### src/hw/rtl/rpa_pkg.sv
// rpa_pkg: shared types, constants and codes for the radial power average block
// used by rpa_ctrl, rpa_dp and radial_power_average; no dependencies
`timescale 1ns / 1ps
package rpa_pkg;

  localparam int DEF_MAX_BINS = 512;

  localparam int COORD_W = 10;
  localparam int MAG_W   = 10;
  localparam int SQ_W    = 19;
  localparam int ASP_W   = 17;
  localparam int NB_W    = 10;
  localparam int PW_W    = 32;
  localparam int IDX_W   = 9;
  localparam int SUM_W   = 53;
  localparam int CNT_W   = 21;
  localparam int Q_W     = 38;
  localparam int RV_W    = 24;
  localparam int RES_W   = 12;
  localparam int REM_W   = 15;
  localparam int ROOT_STEPS = RV_W / 2;
  localparam int DIVC_W  = 6;
  localparam int CFG_IDX_W = 2;
  localparam int CFG_W   = 17;

  localparam logic [CFG_IDX_W-1:0] REG_SCALE_X  = 2'd0;
  localparam logic [CFG_IDX_W-1:0] REG_ASPECT   = 2'd1;
  localparam logic [CFG_IDX_W-1:0] REG_NUM_BINS = 2'd2;

  localparam logic KIND_ACC  = 1'b0;
  localparam logic KIND_READ = 1'b1;

  typedef enum logic [3:0] {
    S_CLEAR, S_IDLE, S_SQ, S_MUL, S_ROOT, S_LOOK, S_ACC,
    S_RLOOK, S_RWAIT, S_DIV, S_RFIN
  } state_t;

  typedef struct packed {
    logic clr_step;
    logic load_in;
    logic do_sq;
    logic do_mul;
    logic root_step;
    logic mem_rd;
    logic acc_wr;
    logic div_start;
    logic div_step;
    logic zero_wr;
    logic out_load;
  } cmd_t;

  typedef struct packed {
    logic clr_done;
    logic kind;
    logic root_done;
    logic bin_ok;
    logic cnt_full;
    logic div_done;
  } status_t;

endpackage

### src/hw/rtl/rpa_ctrl.sv
// rpa_ctrl: sequencer for clearing, accumulate and read-and-clear items
// depends on rpa_pkg
`timescale 1ns / 1ps
module rpa_ctrl (
  input  logic             clk,
  input  logic             rst,
  input  logic             in_valid,
  output logic             in_stall,
  output logic             out_valid,
  input  logic             out_stall,
  input  rpa_pkg::status_t sts,
  output rpa_pkg::cmd_t    cmd
);
  import rpa_pkg::*;

  state_t state, state_next;
  logic   slot_free;

  assign slot_free = !(out_valid && out_stall);

  always_ff @(posedge clk) begin
    if (rst) begin
      state     <= S_CLEAR;
      out_valid <= 1'b0;
    end else begin
      state <= state_next;
      if (cmd.out_load) out_valid <= 1'b1;
      else if (!out_stall) out_valid <= 1'b0;
    end
  end

  always_comb begin
    state_next = state;
    case (state)
      S_CLEAR: if (sts.clr_done) state_next = S_IDLE;
      S_IDLE:  if (in_valid) state_next = S_SQ;
      S_SQ: begin
        // kind is registered at accept
        if (sts.kind == KIND_READ) state_next = S_RLOOK;
        else state_next = S_MUL;
      end
      S_MUL:   state_next = S_ROOT;
      S_ROOT:  if (sts.root_done) state_next = S_LOOK;
      S_LOOK:  state_next = sts.bin_ok ? S_ACC : S_IDLE;
      S_ACC:   state_next = S_IDLE;
      S_RLOOK: state_next = S_RWAIT;
      S_RWAIT: state_next = S_DIV;
      S_DIV:   if (sts.div_done) state_next = S_RFIN;
      S_RFIN:  if (slot_free) state_next = S_IDLE;
      default: state_next = S_CLEAR;
    endcase
  end

  always_comb begin
    cmd      = '0;
    in_stall = 1'b1;
    case (state)
      S_CLEAR: cmd.clr_step = !sts.clr_done;
      S_IDLE: begin
        in_stall    = 1'b0;
        cmd.load_in = in_valid;
      end
      S_SQ:    cmd.do_sq = 1'b1;
      S_MUL:   cmd.do_mul = 1'b1;
      S_ROOT:  cmd.root_step = !sts.root_done;
      S_LOOK:  cmd.mem_rd = sts.bin_ok;
      S_ACC:   cmd.acc_wr = !sts.cnt_full;
      S_RLOOK: cmd.mem_rd = 1'b1;
      S_RWAIT: cmd.div_start = 1'b1;
      S_DIV:   cmd.div_step = !sts.div_done;
      S_RFIN: begin
        cmd.out_load = slot_free;
        cmd.zero_wr  = slot_free;
      end
      default: cmd = '0;
    endcase
  end

  a_no_access_in_clear: assert property (@(posedge clk) disable iff (rst)
    state == S_CLEAR |-> !cmd.mem_rd && !cmd.acc_wr && !cmd.zero_wr)
    else $error("bin access during clearing pass");
  a_acc_after_read: assert property (@(posedge clk) disable iff (rst)
    cmd.acc_wr |-> $past(cmd.mem_rd))
    else $error("bin update without prior read");
  a_load_free_slot: assert property (@(posedge clk) disable iff (rst)
    cmd.out_load |-> !(out_valid && out_stall))
    else $error("result overwritten while stalled");
  a_result_from_read: assert property (@(posedge clk) disable iff (rst)
    $rose(out_valid) |-> $past(state == S_RFIN))
    else $error("result raised outside read finish");

endmodule

### config.mk
export PLATFORM = sky130hd
export DESIGN_NAME = rpa_ctrl
export DESIGN_NICKNAME = d
export VERILOG_FILES = /design/src/hw/rtl/rpa_pkg.sv /design/src/hw/rtl/rpa_ctrl.sv
export SDC_FILE = /design/constraint.sdc
export NUM_CORES = 1
export LEC_CHECK = 0
export BUFFER_PORTS_ARGS = -buffer_cell sky130_fd_sc_hd__buf_2
export CORE_AREA = 2 2 39 41
export DETAILED_ROUTE_END_ITERATION = 7
export DIE_AREA = 0 0 41 43
export GPL_ROUTABILITY_DRIVEN = 0
export SYNTH_ARGS = -nofsm -noshare
export SYNTH_HDL_FRONTEND = slang
export SYNTH_SLANG_ARGS = --single-unit
### constraint.sdc
create_clock -name clk -period 1.4 [get_ports clk]
set_input_delay 0 -clock clk [delete_from_list [all_inputs] [get_ports clk]]
set_output_delay 0 -clock clk [all_outputs]
set_load 0.005 [all_outputs]
==> summary.txt <==
RSZ-0062 raised after global routing: yes
minimum clock period: 1.38 ns
vias: 536
placed cells: 101
Synth Net Count: 67
Inserted Diodes: 0
Clock power frac: 23.6%
Chip Width: 41 µm
routed len/inst: 12.5 µm
antenna violations before repair: 0
hold_buf cts: 0
slowest CP cell: or3b_1
total CTS buffers: 3
Final Non-Filler Cells: 105
Buf/Inv on CP: 0
vias in the first global route: 496
Hold Path Sink: out_valid$_SDFFE_PP0P_
clock-pin slew of the registers on the worst-case setup and hold paths: 0.04 ns
CTS max path bufs: 2
clock latency on the worst-skew pair: 0.24 ns
WP data required: 1.53 ns
CP endpoint kind: register
clk_skew: 0.00175 ns
drt initial violations: 5
CP peak stage delay: 0.40 ns
drc violations: 0
Comb pwr share: 51.2%
hold path cells: 2
sequential share of the synthesized area: 22.5%
crit start category: register
fin nets: 100
peak supply drop: 556 µV
Sw Pwr: 232 µW
worst reg2reg setup slack: 0.02 ns
top-area cell type share of the netlist area: 22.5%
measured slew at the worst slew-check pin: 0.345 ns
Rows: 14
Overflow after GRT: 0
vias per cell: 5.10
min-delay worst type: in2reg
arrival time worst endpoint: 1.51 ns
power per standard cell area: 985 nW/µm²
Worst Hold Launch: rst
Max Clk Rate: 725 MHz
first-pass GRT wire length: 1990 µm
CTS Sinks: 5
Std-Cell Core Area: 1380 µm²
maxcap violations: 0
top post-synthesis cells by area: dfxtp_1, nand2b_1, nor3_1, nand2_1, nor3b_1
post-place setup slack: -0.0190 ns
post-synth cell types: 28
layout cell share with drive strength beyond 1: 51.7%
crit path kind: reg2reg
# Post-CTS Setup Buffers: 0
port bufs: 22
H-tree levels: 1
Syn Inst Count: 57
Static Leak: 0.326 nW
Crit path depth: 3
Int Pwr: 453 µW
final hold viol count: 0
commonest non-fill, non-tap cell in the layout: buf_2
CTS tree: built
Tcrit/Tclk final: 98.6%
Synth Area in XOR/XNOR: 0%
global-route total usage across every layer: 15.9%
compound-cell area share of the yosys netlist: 23.4%
die area: 1760 µm²
HPWL after DPL: 997 µm
Initial Util: 32.1%
CP delay by family, top: compound AO/OA/AOI/OAI gates
fin worst setup slack: 0.0201 ns
sw frac: 33.9%
cells along the critical path: or3b_1 -> o32a_4 -> a2111oi_4
largest family of logic cells by synthesized area: simple AND/OR/NAND/NOR gates
Top-Level Pins: 23
r2r endpoint: state[2]$_SDFFE_PP0P_
R2R Path Start: state[2]$_SDFFE_PP0P_
critical path peak fanout: 4
synthesis warning total: 0
dominant cell type by area after synthesis: dfxtp_1
Routed WL: 1310 µm
Slew HR: 76.8%
outcome: complete, no violations
post-synthesis mux area share: 4.51%
fin util: 50.3%
Flop pwr share: 25.1%
Synth Area in Simple Gates: 41.1%
Reg2Reg Depth: 3
largest net degree at the start of global routing: 11
Pre-antenna DRT Iters: 3
clk root buf: clkbuf_4
final setup fails: 0
worst hold slack: 0.0265 ns
Synth Cell Area: 444 µm²
synthesis-to-finish area growth: 56.6%
Avg Inst Size Synth: 7.79 µm²
Synth Area in Adders: 0%
die extent in y: 43 µm
post-synthesis register bit count: 5
Slew Limit Fails: 0
most frequent cells in the layout: buf_2, buf_4, nand2_1
DRT antenna net count: 0
## final cells by class
cell class / count / area (µm²)
Tap cell: 16 / 20.0
Clock buffer: 4 / 26.3
Timing Repair Buffer: 33 / 200
Inverter: 1 / 3.75
Sequential cell: 5 / 103
Fill cell: 155 / 688
Multi-Input combinational cell: 46 / 343
## cells in the mapped netlist
| cell | instances |
|---|---|
| o211ai_1 | 2 |
| nand3_1 | 1 |
| dfxtp_1 | 5 |
| nand2_1 | 6 |
| a2111oi_2 | 1 |
| and3_1 | 1 |
| buf_4 | 1 |
| nand3b_1 | 1 |
| inv_1 | 1 |
| or2_1 | 1 |
| buf_6 | 1 |
| or3b_1 | 1 |
| a21oi_1 | 4 |
| o21bai_1 | 1 |
| mux2i_1 | 2 |
| nand4bb_1 | 1 |
| nor3_1 | 5 |
| a221o_1 | 1 |
| or2_4 | 1 |
| nor2_1 | 4 |
| nand2b_1 | 4 |
| nor3b_1 | 3 |
| nor4_1 | 1 |
| a31o_1 | 1 |
| o21ai_0 | 1 |
| nor2b_1 | 2 |
| o32a_4 | 1 |
| buf_2 | 3 |
## kinds of logic after synthesis
family                 after synthesis
and+or+nand+nor                     32
AOI/OAI and AO/OA                   12
DFF                                  5
muxes                                2
buffers and inverters                6
## through the flow
stage | TNS (ns) | power (mW) | instance area, µm²
finish | 0 | 0.685 | 696
global route | -0.0666 | 0.746 | 696
CTS | 0 | 0.664 | 651
detailed placement | -0.0190 | 0.497 | 623
global placement | 0 | 0.493 | 623
floorplan | 0 | 0.365 | 444
## state kept, by name (all words and copies together), names as in the netlist
register,cells
out_valid,1
state,4
## worst register-to-register path, stage by stage (launching register included)
cell and delay [ns]:
dfxtp_2 0.33, or3b_1 0.40, o32a_4 0.26, a2111oi_4 0.29
## power by group through the flow
stage	Sequential, mW	Combinational [mW]	Clock (mW)
2_1_floorplan	0.169	0.196	0
3_3_place_gp	0.173	0.320	0
3_5_place_dp	0.173	0.324	0
4_1_cts	0.171	0.324	0.170
5_1_grt	0.175	0.391	0.179
6_report	0.172	0.351	0.162
## metal layers
metal	wire length, µm	global-route usage [%]	vias up	share of wire [%]
met3	53	5.24	0	4.0
met5	0	0	-	0
met1	549	19.2	254	42
met4	0	2.00	0	0
li1	-	-	271	-
met2	708	26.9	11	54
## worst max path at each step
stage | to | slack (ns) | start
6_report | state[2]$_SDFFE_PP0P_ | 0.02 | state[2]$_SDFFE_PP0P_
5_1_grt | state[2]$_SDFFE_PP0P_ | -0.04 | state[0]$_SDFFE_PP0P_
4_1_cts | state[2]$_SDFFE_PP0P_ | 0.009 | state[2]$_SDFFE_PP0P_
3_5_place_dp | state[2]$_SDFFE_PP0P_ | -0.02 | state[3]$_SDFFE_PP0P_
3_3_place_gp | state[2]$_SDFFE_PP0P_ | 0.05 | state[3]$_SDFFE_PP0P_
2_1_floorplan | state[2]$_SDFFE_PP0P_ | 0.005 | state[1]$_SDFFE_PP0P_
## timing repair
action                     in CTS  in global routing
resized for setup               1                  9
setup endpoints to repair       1                  6
pin swaps                       0                  2
Power figures use the tool's default switching activity.
